--- config.mk ---
export PLATFORM = sky130hd
export DESIGN_NAME = hysteresis_zero_cross_detector
export DESIGN_NICKNAME = d
export VERILOG_FILES = /design/src/rtl/hzcd_pkg.sv /design/src/rtl/hysteresis_zero_cross_detector.sv
export SDC_FILE = /design/constraint.sdc
export NUM_CORES = 1
export LEC_CHECK = 0
export ABC_AREA = 1
export BUFFER_PORTS_ARGS = -buffer_cell sky130_fd_sc_hd__buf_2
export CAP_MARGIN = 5
export CORE_UTILIZATION = 57
export CTS_BUF_LIST = sky130_fd_sc_hd__clkbuf_4 sky130_fd_sc_hd__clkbuf_8
export DETAILED_ROUTE_END_ITERATION = 8
export PLACE_DENSITY = 0.86
export RECOVER_POWER = 25
export REMOVE_ABC_BUFFERS = 1
export SYNTH_ARGS = -nofsm -noshare
export SYNTH_HDL_FRONTEND = slang
export SYNTH_SLANG_ARGS = --single-unit
--- constraint.sdc ---
create_clock -name clk -period 8.15 [get_ports clk]
set_input_delay 0.4075 -clock clk [delete_from_list [all_inputs] [get_ports clk]]
set_output_delay 0.4075 -clock clk [all_outputs]
set_load 0.03 [all_outputs]
--- src/rtl/hzcd_pkg.sv ---
// package for the hysteresis zero-crossing detector: widths, limits and defaults
package hzcd_pkg;

    // default values of the top-level parameters
    localparam int CHANNELS_DEFAULT    = 2;
    localparam int MAX_BLOCK_DEFAULT   = 4096;
    localparam int SAMPLE_BITS_DEFAULT = 24;

    // fixed field widths
    localparam int THR_W   = 23;
    localparam int COUNT_W = 32;
    localparam int POS_W   = 12;
    localparam int FRAC_W  = 16;
    localparam int PADDR_W = 3;

    // hysteresis level after reset, about 1e-4 in Q0.23
    localparam logic [THR_W-1:0] THR_RESET = THR_W'(839);

    // saturated fraction, 0.99999 truncated to Q0.16
    localparam logic [FRAC_W-1:0] FRAC_MAX = {FRAC_W{1'b1}};

    // register indexes on the configuration port
    localparam logic [PADDR_W-3:0] REG_THRESHOLD = '0;

endpackage

--- src/rtl/hysteresis_zero_cross_detector.sv ---
// hysteresis zero-crossing detector with serial-divider crossing interpolation
//
//  port group   direction  handshake              payload
//  input        in         in_valid / in_stall    channel, sample, block_end
//  result       out        out_valid / out_stall  crossing, upward, crossing_count,
//                                                 position, fraction, out_channel
//  config       in         apb psel/penable       threshold at byte address 0
//
// a beat that needs division goes through evaluate, FRAC_W restoring steps on the
// shared subtractor and the load into the result register; without a crossing or
// with a saturated or zero fraction it goes straight from evaluate to the load;
// in_stall stays high until the load, so the next beat is taken only after it.
// reset (rst_n, asynchronous) clears all channel state and sets threshold to 839.
// the finish step waits only while the previous result is still held under out_stall.
module hysteresis_zero_cross_detector
    import hzcd_pkg::*;
#(
    parameter int CHANNELS    = CHANNELS_DEFAULT,
    parameter int MAX_BLOCK   = MAX_BLOCK_DEFAULT,
    parameter int SAMPLE_BITS = SAMPLE_BITS_DEFAULT
)
(
    input  logic                          clk,
    input  logic                          rst_n,

    input  logic                          in_valid,
    output logic                          in_stall,
    input  logic                          channel,
    input  logic signed [SAMPLE_BITS-1:0] sample,
    input  logic                          block_end,

    output logic                          out_valid,
    input  logic                          out_stall,
    output logic                          crossing,
    output logic                          upward,
    output logic [COUNT_W-1:0]            crossing_count,
    output logic [POS_W-1:0]              position,
    output logic [FRAC_W-1:0]             fraction,
    output logic                          out_channel,

    input  logic                          psel,
    input  logic                          penable,
    input  logic                          pwrite,
    input  logic [PADDR_W-1:0]            paddr,
    input  logic [31:0]                   pwdata,
    output logic [31:0]                   prdata,
    output logic                          pready
);

    localparam int CH_W  = (CHANNELS > 1) ? $clog2(CHANNELS) : 1;
    localparam int DW    = ((SAMPLE_BITS > THR_W) ? SAMPLE_BITS : THR_W) + 2;
    localparam int STEP_W = $clog2(FRAC_W);
    localparam int POS_LIMIT_INT = ((MAX_BLOCK - 1) < 4095) ? (MAX_BLOCK - 1) : 4095;
    localparam logic [POS_W-1:0] POS_LIMIT = POS_W'(POS_LIMIT_INT);
    localparam logic [STEP_W-1:0] LAST_STEP = STEP_W'(FRAC_W - 1);

    typedef enum logic [1:0] {
        ST_IDLE,
        ST_EVAL,
        ST_DIV,
        ST_FINISH
    } state_t;

    state_t                    state_reg, state_next;
    logic [THR_W-1:0]          threshold_reg, threshold_next;

    // per-channel state
    logic [COUNT_W-1:0]          count_reg [CHANNELS];
    logic [COUNT_W-1:0]          count_next [CHANNELS];
    logic signed [SAMPLE_BITS-1:0] prev_reg [CHANNELS];
    logic signed [SAMPLE_BITS-1:0] prev_next [CHANNELS];
    logic [POS_W-1:0]            bpos_reg [CHANNELS];
    logic [POS_W-1:0]            bpos_next [CHANNELS];

    // captured input beat
    logic                          ch_reg, ch_next;
    logic signed [SAMPLE_BITS-1:0] sample_reg, sample_next;
    logic                          last_reg, last_next;

    // result under construction
    logic                 hit_reg, hit_next;
    logic                 up_reg, up_next;
    logic [COUNT_W-1:0]   cnt_reg, cnt_next;
    logic [POS_W-1:0]     pos_reg, pos_next;

    // divider
    logic [DW-1:0]        rem_reg, rem_next;
    logic [DW-1:0]        den_reg, den_next;
    logic [FRAC_W-1:0]    quot_reg, quot_next;
    logic [STEP_W-1:0]    step_reg, step_next;

    // output register
    logic                 out_valid_reg, out_valid_next;
    logic                 crossing_reg, crossing_next;
    logic                 upward_reg, upward_next;
    logic [COUNT_W-1:0]   crossing_count_reg, crossing_count_next;
    logic [POS_W-1:0]     position_reg, position_next;
    logic [FRAC_W-1:0]    fraction_reg, fraction_next;
    logic                 out_channel_reg, out_channel_next;

    // evaluate-step signals
    logic [CH_W-1:0]      ch_idx;
    logic                 ch_ok;
    logic                 waiting_fall;
    logic signed [DW-1:0] x_ext, prev_ext, thr_ext, num, den;
    logic                 hit_up, hit_dn, hit;
    logic [DW:0]          rem_shift, rem_diff;
    logic                 in_take, cfg_write;

    // channel lookup and crossing decision
    assign ch_idx       = CH_W'(ch_reg);
    assign ch_ok        = (CHANNELS > 1) || !ch_reg;
    assign waiting_fall = count_reg[ch_idx][0];
    assign x_ext        = DW'(sample_reg);
    assign prev_ext     = DW'(prev_reg[ch_idx]);
    assign thr_ext      = signed'(DW'(threshold_reg));
    assign hit_up       = ch_ok && !waiting_fall && (x_ext >= thr_ext);
    assign hit_dn       = ch_ok && waiting_fall && (x_ext <= -thr_ext);
    assign hit          = hit_up || hit_dn;
    assign num          = hit_dn ? (-x_ext - thr_ext) : (x_ext - thr_ext);
    assign den          = hit_dn ? (prev_ext - x_ext) : (x_ext - prev_ext);

    // shared subtractor of the restoring divider
    assign rem_shift = {rem_reg, 1'b0};
    assign rem_diff  = rem_shift - {1'b0, den_reg};

    // handshakes
    assign in_stall  = (state_reg != ST_IDLE);
    assign in_take   = in_valid && !in_stall;
    assign pready    = 1'b1;
    assign cfg_write = psel && penable && pwrite && (paddr[PADDR_W-1:2] == REG_THRESHOLD);
    assign prdata    = (paddr[PADDR_W-1:2] == REG_THRESHOLD) ? 32'(threshold_reg) : 32'd0;

    // next-state logic
    always_comb
    begin
        state_next          = state_reg;
        threshold_next      = threshold_reg;
        count_next          = count_reg;
        prev_next           = prev_reg;
        bpos_next           = bpos_reg;
        ch_next             = ch_reg;
        sample_next         = sample_reg;
        last_next           = last_reg;
        hit_next            = hit_reg;
        up_next             = up_reg;
        cnt_next            = cnt_reg;
        pos_next            = pos_reg;
        rem_next            = rem_reg;
        den_next            = den_reg;
        quot_next           = quot_reg;
        step_next           = step_reg;
        out_valid_next      = out_valid_reg && out_stall;
        crossing_next       = crossing_reg;
        upward_next         = upward_reg;
        crossing_count_next = crossing_count_reg;
        position_next       = position_reg;
        fraction_next       = fraction_reg;
        out_channel_next    = out_channel_reg;

        if (cfg_write)
        begin
            threshold_next = pwdata[THR_W-1:0];
        end

        unique case (state_reg)
            ST_IDLE:
            begin
                if (in_take)
                begin
                    ch_next     = channel;
                    sample_next = sample;
                    last_next   = block_end;
                    state_next  = ST_EVAL;
                end
            end

            ST_EVAL:
            begin
                hit_next  = hit;
                up_next   = hit_up;
                cnt_next  = hit ? count_reg[ch_idx] : '0;
                pos_next  = hit ? bpos_reg[ch_idx] : '0;
                rem_next  = num;
                den_next  = den;
                quot_next = '0;
                step_next = '0;
                if (ch_ok)
                begin
                    if (hit)
                    begin
                        count_next[ch_idx] = count_reg[ch_idx] + COUNT_W'(1);
                    end
                    prev_next[ch_idx] = sample_reg;
                    if (last_reg)
                    begin
                        bpos_next[ch_idx] = '0;
                    end
                    else if (bpos_reg[ch_idx] < POS_LIMIT)
                    begin
                        bpos_next[ch_idx] = bpos_reg[ch_idx] + POS_W'(1);
                    end
                end
                if (hit && (den > 0) && (num < den) && (num > 0))
                begin
                    state_next = ST_DIV;
                end
                else
                begin
                    quot_next  = (hit && ((den <= 0) || (num >= den))) ? FRAC_MAX : '0;
                    state_next = ST_FINISH;
                end
            end

            ST_DIV:
            begin
                if (!rem_diff[DW])
                begin
                    rem_next  = rem_diff[DW-1:0];
                    quot_next = {quot_reg[FRAC_W-2:0], 1'b1};
                end
                else
                begin
                    rem_next  = rem_shift[DW-1:0];
                    quot_next = {quot_reg[FRAC_W-2:0], 1'b0};
                end
                step_next = step_reg + STEP_W'(1);
                if (step_reg == LAST_STEP)
                begin
                    state_next = ST_FINISH;
                end
            end

            ST_FINISH:
            begin
                if (!out_valid_reg || !out_stall)
                begin
                    out_valid_next      = 1'b1;
                    crossing_next       = hit_reg;
                    upward_next         = up_reg;
                    crossing_count_next = cnt_reg;
                    position_next       = pos_reg;
                    fraction_next       = quot_reg;
                    out_channel_next    = ch_reg;
                    state_next          = ST_IDLE;
                end
            end

            default:
            begin
                state_next = ST_IDLE;
            end
        endcase
    end

    // state and registered outputs
    always_ff @(posedge clk or negedge rst_n)
    begin
        if (!rst_n)
        begin
            state_reg          <= ST_IDLE;
            threshold_reg      <= THR_RESET;
            out_valid_reg      <= 1'b0;
            crossing_reg       <= 1'b0;
            upward_reg         <= 1'b0;
            crossing_count_reg <= '0;
            position_reg       <= '0;
            fraction_reg       <= '0;
            out_channel_reg    <= 1'b0;
            for (int c = 0; c < CHANNELS; c++)
            begin
                count_reg[c] <= '0;
                prev_reg[c]  <= '0;
                bpos_reg[c]  <= '0;
            end
        end
        else
        begin
            state_reg          <= state_next;
            threshold_reg      <= threshold_next;
            out_valid_reg      <= out_valid_next;
            crossing_reg       <= crossing_next;
            upward_reg         <= upward_next;
            crossing_count_reg <= crossing_count_next;
            position_reg       <= position_next;
            fraction_reg       <= fraction_next;
            out_channel_reg    <= out_channel_next;
            count_reg          <= count_next;
            prev_reg           <= prev_next;
            bpos_reg           <= bpos_next;
        end
    end

    // payload registers
    always_ff @(posedge clk)
    begin
        ch_reg             <= ch_next;
        sample_reg         <= sample_next;
        last_reg           <= last_next;
        hit_reg            <= hit_next;
        up_reg             <= up_next;
        cnt_reg            <= cnt_next;
        pos_reg            <= pos_next;
        rem_reg            <= rem_next;
        den_reg            <= den_next;
        quot_reg           <= quot_next;
        step_reg           <= step_next;
    end

    // result ports
    assign out_valid      = out_valid_reg;
    assign crossing       = crossing_reg;
    assign upward         = upward_reg;
    assign crossing_count = crossing_count_reg;
    assign position       = position_reg;
    assign fraction       = fraction_reg;
    assign out_channel    = out_channel_reg;

endmodule
==> flow_summary.json, run 1 <==
{
  "run_status": "complete, but fails checks",
  "violations": "capacitance limit, slew limit",
  "yosysUniqueCellTypes": 58,
  "gp_routability_congestion": 0.999,
  "clock_insertion_delay_worst_skew_ns": 0.69,
  "vias": 22306,
  "ctsRootBufferMaster": "sky130_fd_sc_hd__clkbuf_8",
  "synth-warning-count": 0,
  "synth-seq-area-share_pct": 39.3,
  "num_rows": 76,
  "dpl_worst_slack_ns": 0.773,
  "max_freq_mhz": 133,
  "min_delay_path_depth": 4,
  "syn-mean-instance-area_um2": 7.95,
  "final.min_clock_period_ns": 7.51,
  "synth_edf_count": 143,
  "netlist_area_um2": 25300,
  "grt_first_pass_wirelength_mm": 108,
  "timing.critical_path.depth": 36,
  "largest_register_ffs": 64,
  "final-setup-viol-count": 0,
  "die-area_um2": 45200,
  "grt.total_usage_pct": 30.4,
  "fraction_of_final_layout_cells_sized_beyond_drive_strength_1_pct": 10.5,
  "vertical_die_dimension_um": 213,
  "grt-ovfl-total": 0,
  "required_ns": 8.61,
  "cts-buffers-inserted": 59,
  "timing.reg2reg.setup_slack_ns": 0.64,
  "crit_top_cell": "sky130_fd_sc_hd__nand2_1",
  "tns_ns": 0,
  "die_width_um": 213,
  "worst-endpoint-arrival_ns": 7.97,
  "synthArstFlopShare_pct": 61.1,
  "most_instantiated_flip_flop_cell_in_the_synthesis_netlist": "sky130_fd_sc_hd__dfrtp_1",
  "drc": 0,
  "maxCapViolCount": 4,
  "timing_hold_violations_final": 0,
  "vdd_drop_max_mv": 0.229,
  "ant_nets": 0,
  "worst_path_max_delay_cell": "sky130_fd_sc_hd__nor4_1",
  "final_critical_path_setup_slack_ns": 0.641,
  "reg2reg_depth": 36,
  "vias_per_cell": 5.58,
  "quantity_of_i_o_buffers_inserted_on_ports": 144,
  "initial_utilization_pct": 58.2,
  "grt_antenna_before_repair": 0,
  "tightestPinTransition_ns": 4.85,
  "cts.reportedPaths.clkPinSlew_ns": 0.06,
  "rsz0062_at_grt": "no",
  "cp_top_family": "simple AND/OR/NAND/NOR gates",
  "power.leakage_nw": 13.7,
  "post_cts.repair.setup_buffers": 0,
  "worst_min_path_start": "in_valid",
  "htree_levels": 2,
  "grt_max_degree": 87,
  "tritoncts": "done",
  "crit-reg2reg-launch": "threshold_reg[1]$_DFFE_PN1P_",
  "clock-sinks": 368,
  "nets": 3633,
  "hold_path_end": "state_reg[1]$_DFFE_PN0P_",
  "power-per-cell-area_nw_per_um2": 415,
  "final_core_utilization_pct": 64.8,
  "floorplan.io_pins": 166,
  "dp_hpwl_mm": 47.8,
  "crit_fanout": 16,
  "hold_path_class": "in2reg",
  "core_um2": 43500,
  "setup.worst_path.start_class": "flip-flop",
  "layout_worst_path_cycle_share_pct": 92.1,
  "areaGrowthSynthToFinish_pct": 11.5,
  "end_kind": "flip-flop",
  "first_global_vias": 21680,
  "flip_flop_and_latch_count_after_synthesis": 368,
  "finalWirelength_mm": 68.1,
  "clk_path_buf_depth": 3,
  "syn-instance-count": 3181,
  "finalClockSkew_ns": 0.0354,
  "max_stage_delay_ns": 0.43,
  "max-slew-margin-rel_pct": -223,
  "final_max_slew_viol_count": 231,
  "firstDrtPassIters": 6,
  "critPathKind": "reg2reg",
  "post_drt_wl_per_cell_um": 17.1,
  "worstReg2RegEnd": "quot_reg[2]$_DFFE_PP_",
  "dr.first_iter.drc_count": 2043,
  "worst-path-buf-inv": 3
}
-- repair_timing --
item	CTS	global route
endpoints found under the hold margin	131	0
gates resized for setup	0	3
endpoints found under the setup margin	0	15
hold buffers	51	0
-- cells in the final DEF, fill, tap and decap left out, types with 77 or more instances in the layout --
| cell | n |
|---|---|
| sky130_fd_sc_hd__inv_1 | 407 |
| sky130_fd_sc_hd__nand2_1 | 746 |
| sky130_fd_sc_hd__edfxtp_1 | 143 |
| sky130_fd_sc_hd__dfrtp_1 | 219 |
| sky130_fd_sc_hd__ha_1 | 200 |
| sky130_fd_sc_hd__buf_2 | 77 |
| sky130_fd_sc_hd__a21oi_1 | 187 |
| sky130_fd_sc_hd__xor2_1 | 103 |
| sky130_fd_sc_hd__nand3_1 | 108 |
| sky130_fd_sc_hd__o21ai_0 | 276 |
| sky130_fd_sc_hd__nor2_1 | 269 |
-- synthesized netlist by cell type, types with 12 or more instances --
master,n,area [µm²]
sky130_fd_sc_hd__a21oi_1,187,936
sky130_fd_sc_hd__buf_2,17,85.1
sky130_fd_sc_hd__buf_4,13,97.6
sky130_fd_sc_hd__clkbuf_1,51,191
sky130_fd_sc_hd__dfrtp_1,219,5480
sky130_fd_sc_hd__edfxtp_1,143,4290
sky130_fd_sc_hd__ha_1,202,2530
sky130_fd_sc_hd__inv_1,407,1530
sky130_fd_sc_hd__mux2_2,47,529
sky130_fd_sc_hd__mux2i_1,14,140
sky130_fd_sc_hd__nand2_1,747,2800
sky130_fd_sc_hd__nand2_2,19,119
sky130_fd_sc_hd__nand3_1,108,541
sky130_fd_sc_hd__nand4_1,41,257
sky130_fd_sc_hd__nor2_1,270,1010
sky130_fd_sc_hd__nor2_2,12,75.1
sky130_fd_sc_hd__nor3_1,27,135
sky130_fd_sc_hd__o211ai_1,24,180
sky130_fd_sc_hd__o21ai_0,276,1380
sky130_fd_sc_hd__o21ai_2,15,131
sky130_fd_sc_hd__o21bai_1,18,135
sky130_fd_sc_hd__o22ai_1,13,81.3
sky130_fd_sc_hd__or2_2,30,188
sky130_fd_sc_hd__xnor2_1,44,385
sky130_fd_sc_hd__xor2_1,104,911
-- per-stage QoR --
stage          power, W  instance area (µm²)  hold WS [ns]  cells
2_1_floorplan   0.00809                24800         0.112   3080
3_3_place_gp    0.00962                26400         0.447   3831
3_5_place_dp    0.00982                26400         0.444   3831
4_1_cts          0.0116                28300         0.263   3993
5_1_grt          0.0126                28200         0.310   3993
6_report         0.0117                28200         0.314   3994
-- logic make-up after synthesis --
logic type | count (synthesis) | share of synthesized area, %
compound gates | 580 | 12.6
simple gates | 1290 | 21.5
fa+ha+maj | 207 | 10.4
buf+inv | 525 | 8.39
xor+xnor | 148 | 5.13
other cells | 2 | 0.0297
mux | 61 | 2.65
flops | 368 | 39.3
-- worst max path at each step --
stage	start	end	slack (ns)
2_1_floorplan	threshold_reg[1]$_DFFE_PN1P_	count_reg[21]$_DFFE_PN0P_	0.28
3_3_place_gp	threshold_reg[1]$_DFFE_PN1P_	quot_reg[15]$_DFFE_PP_	1.07
3_5_place_dp	threshold_reg[1]$_DFFE_PN1P_	quot_reg[2]$_DFFE_PP_	0.77
4_1_cts	threshold_reg[1]$_DFFE_PN1P_	quot_reg[2]$_DFFE_PP_	0.69
5_1_grt	threshold_reg[1]$_DFFE_PN1P_	quot_reg[2]$_DFFE_PP_	0.14
6_report	threshold_reg[1]$_DFFE_PN1P_	quot_reg[2]$_DFFE_PP_	0.64
-- metal layers --
| layer | GRT usage, % | up-vias | part of all wire, % |
|---|---|---|---|
| met5 | 0 | - | 0 |
| met4 | 13.1 | 0 | 4.0 |
| met3 | 5.39 | 186 | 7.4 |
| met2 | 50.8 | 884 | 47 |
| met1 | 38.8 | 10465 | 41 |
| li1 | - | 10771 | - |
-- cell type report --
class	count	area, µm²
clock buffers	93	1140
multi-input cells	2296	13300
fillers	3557	15300
clock inverters	18	188
well taps	585	732
repair buffers	217	1310
diodes	1	2.50
inverters	416	1560
flip-flops and latches	368	9930
-- worst reg2reg max path, delay by kind of cell, from the launching register on --
kind                       cells  cell delay, ns
adders and majority gates      3            0.88
and+or+nand+nor               28            5.02
xor gates and xnor gates       1            0.16
buffers and inverters          3            0.60
DFF                            1            0.39
AOI/OAI and AO/OA              1            0.25
-- power breakdown --
group          internal [W]  total [W]  switching [W]  leakage (nW)
clock              0.000990    0.00176       0.000767         0.703
combinational       0.00222    0.00671        0.00449          8.82
sequential          0.00289    0.00323       0.000347          4.23
total               0.00610     0.0117        0.00561          13.7
No activity file was read; power rests on OpenSTA's default activity.
==> inputs of run 2 (changes only) <==
Clock period 8.15 ns to 7.05 ns, I/O delays scaled along.
==> run 2 against run 1 <==
Effect of this change: the flow still finishes with violations (capacitance limit, slew limit); non-clock buffer count is 13 higher; sequential share of layout area is 0.21 points lower; die area is the same; critical path depth up 5; wire length is 0.38% lower; clock power up 8%; cell count rose by 0.33%; critical path type unchanged; largest power group unchanged.
==> flow_summary.json, run 2 (synthesis gave the netlist of run 1 again) <==
{
  "fin_area_um2": 28300,
  "final_critical_path_setup_slack_ns": 0.423,
  "tns_ns": 0,
  "violations": "capacitance limit, slew limit",
  "finalWirelength_mm": 67.9,
  "required_ns": 7.44,
  "die-area_um2": 45200,
  "critPathKind": "reg2reg",
  "areaGrowthSynthToFinish_pct": 12.1,
  "finalClockSkew_ns": 0.0342,
  "layout_worst_path_cycle_share_pct": 94.0,
  "clock_insertion_delay_worst_skew_ns": 0.69,
  "timing.reg2reg.setup_slack_ns": 0.42,
  "grt.total_usage_pct": 30.3,
  "vias": 22232,
  "global_route.peak_usage_layer": "met2",
  "die_width_um": 213,
  "worst-endpoint-arrival_ns": 7.02,
  "tightestPinTransition_ns": 5.36,
  "crit-reg2reg-launch": "threshold_reg[0]$_DFFE_PN1P_",
  "ant_nets": 0,
  "final_cell_mix": "sky130_fd_sc_hd__nand2_1, sky130_fd_sc_hd__inv_1, sky130_fd_sc_hd__o21ai_0, sky130_fd_sc_hd__nor2_1, sky130_fd_sc_hd__dfrtp_1",
  "max_freq_mhz": 151,
  "dr.first_iter.drc_count": 1980,
  "dpl_worst_slack_ns": 0.0803,
  "ctsRootBufferMaster": "sky130_fd_sc_hd__clkbuf_8",
  "setup.worst_path.start_class": "flip-flop",
  "worst_path_max_delay_cell": "sky130_fd_sc_hd__dfstp_2",
  "vias_per_cell": 5.55,
  "final.min_clock_period_ns": 6.63,
  "initial_utilization_pct": 58.2,
  "post_drt_wl_per_cell_um": 16.9,
  "crit_fanout": 16,
  "min_delay_path_depth": 4,
  "firstDrtPassIters": 6,
  "end_kind": "flip-flop",
  "hold_path_end": "state_reg[1]$_DFFE_PN0P_",
  "worst-path-buf-inv": 4,
  "placed_cell_area_um2": 26500,
  "fraction_of_final_layout_cells_sized_beyond_drive_strength_1_pct": 11.7,
  "vertical_die_dimension_um": 213,
  "htree_levels": 2,
  "cp_top_family": "simple AND/OR/NAND/NOR gates",
  "grt_first_pass_wirelength_mm": 108,
  "hold_path_class": "in2reg",
  "dp_hpwl_mm": 48.7,
  "num_rows": 76,
  "run_status": "complete, but fails checks",
  "maxCapViolCount": 2,
  "clock-sinks": 368,
  "power-per-cell-area_nw_per_um2": 477,
  "worst_min_path_start": "in_valid",
  "final_max_slew_viol_count": 164,
  "timing_hold_violations_final": 0,
  "routing_usage_on_met2_pct": 49.8,
  "floorplan.io_pins": 166,
  "clk_path_buf_depth": 3,
  "grt_util_met1_pct": 39.9,
  "quantity_of_i_o_buffers_inserted_on_ports": 144,
  "cts.reportedPaths.clkPinSlew_ns": 0.07,
  "largest_register_ffs": 64,
  "grt_max_degree": 117,
  "vdd_drop_max_mv": 0.275,
  "grt-ovfl-total": 0,
  "worstReg2RegEnd": "quot_reg[15]$_DFFE_PP_",
  "drc": 0,
  "reg2reg_depth": 41,
  "gp_routability_congestion": 1.04,
  "crit_top_cell": "sky130_fd_sc_hd__nand2_1",
  "max_stage_delay_ns": 0.38,
  "cts-buffers-inserted": 59,
  "core_um2": 43500,
  "first_global_vias": 21324,
  "grt_antenna_before_repair": 1,
  "max-slew-margin-rel_pct": -257,
  "power.leakage_nw": 13.9,
  "commonest_non_fill_non_tap_cell_in_the_layout": "sky130_fd_sc_hd__nand2_1",
  "use_met3_pct": 5.44,
  "tritoncts": "done",
  "nets": 3646,
  "final-setup-viol-count": 0
}
run 2: worst reg2reg max path, delay by kind of cell, from the launching register on:
family	cells	cell delay, ns
adders and majority gates	3	0.81
and+or+nand+nor	28	3.67
DFF	1	0.38
buffers and inverters	4	0.53
xor gates and xnor gates	1	0.15
AOI/OAI and AO/OA	5	0.78
run 2: worst max-delay path by stage:
stage | slack (ns) | start | cells after the start | end
finish | 0.42 | threshold_reg[0]$_DFFE_PN1P_ | 41 | quot_reg[15]$_DFFE_PP_
global route | -0.1 | threshold_reg[0]$_DFFE_PN1P_ | 42 | quot_reg[3]$_DFFE_PP_
CTS | 0.02 | threshold_reg[0]$_DFFE_PN1P_ | 38 | quot_reg[15]$_DFFE_PP_
detailed placement | 0.08 | threshold_reg[0]$_DFFE_PN1P_ | 38 | quot_reg[1]$_DFFE_PP_
global placement | 0.26 | threshold_reg[0]$_DFFE_PN1P_ | 41 | quot_reg[4]$_DFFE_PP_
floorplan | -0.82 | threshold_reg[1]$_DFFE_PN1P_ | 28 | count_reg[21]$_DFFE_PN0P_
run 2: area by class of cell:
cell class,instances,area [µm²]
fillers,3548,15100
multi-input cells,2296,13400
flip-flops and latches,368,9930
inverters,416,1560
repair buffers,230,1510
clock buffers,89,1070
well taps,585,732
clock inverters,22,141
diodes,1,2.50
run 2: routing by layer:
metal	wire (µm)	vias to the layer above
met4	2270	0
met3	4910	162
li1	-	10803
met5	0	-
met2	32000	841
met1	28700	10426
run 2: stage by stage:
| stage | power, W | utilization, % | hold WS [ns] | std cells |
|---|---|---|---|---|
| 2_1_floorplan | 0.00935 | - | 0.0569 | 3080 |
| 3_3_place_gp | 0.0112 | 61.0 | 0.447 | 3837 |
| 3_5_place_dp | 0.0114 | 61.0 | 0.461 | 3837 |
| 4_1_cts | 0.0134 | 65.0 | 0.203 | 3999 |
| 5_1_grt | 0.0146 | 65.2 | 0.315 | 4006 |
| 6_report | 0.0135 | 65.2 | 0.252 | 4007 |
run 2: report_power, final:
part	total (W)	internal, W	switching (W)
Sequential	0.00375	0.00334	0.000406
Combinational	0.00787	0.00265	0.00523
Clock	0.00190	0.00102	0.000879
run 2: what timing repair did:
item,in CTS,in global routing
setup endpoints to repair,0,34
hold buffers,51,0
resized for setup,0,19
hold endpoints to repair,164,0
buffers inserted,0,6
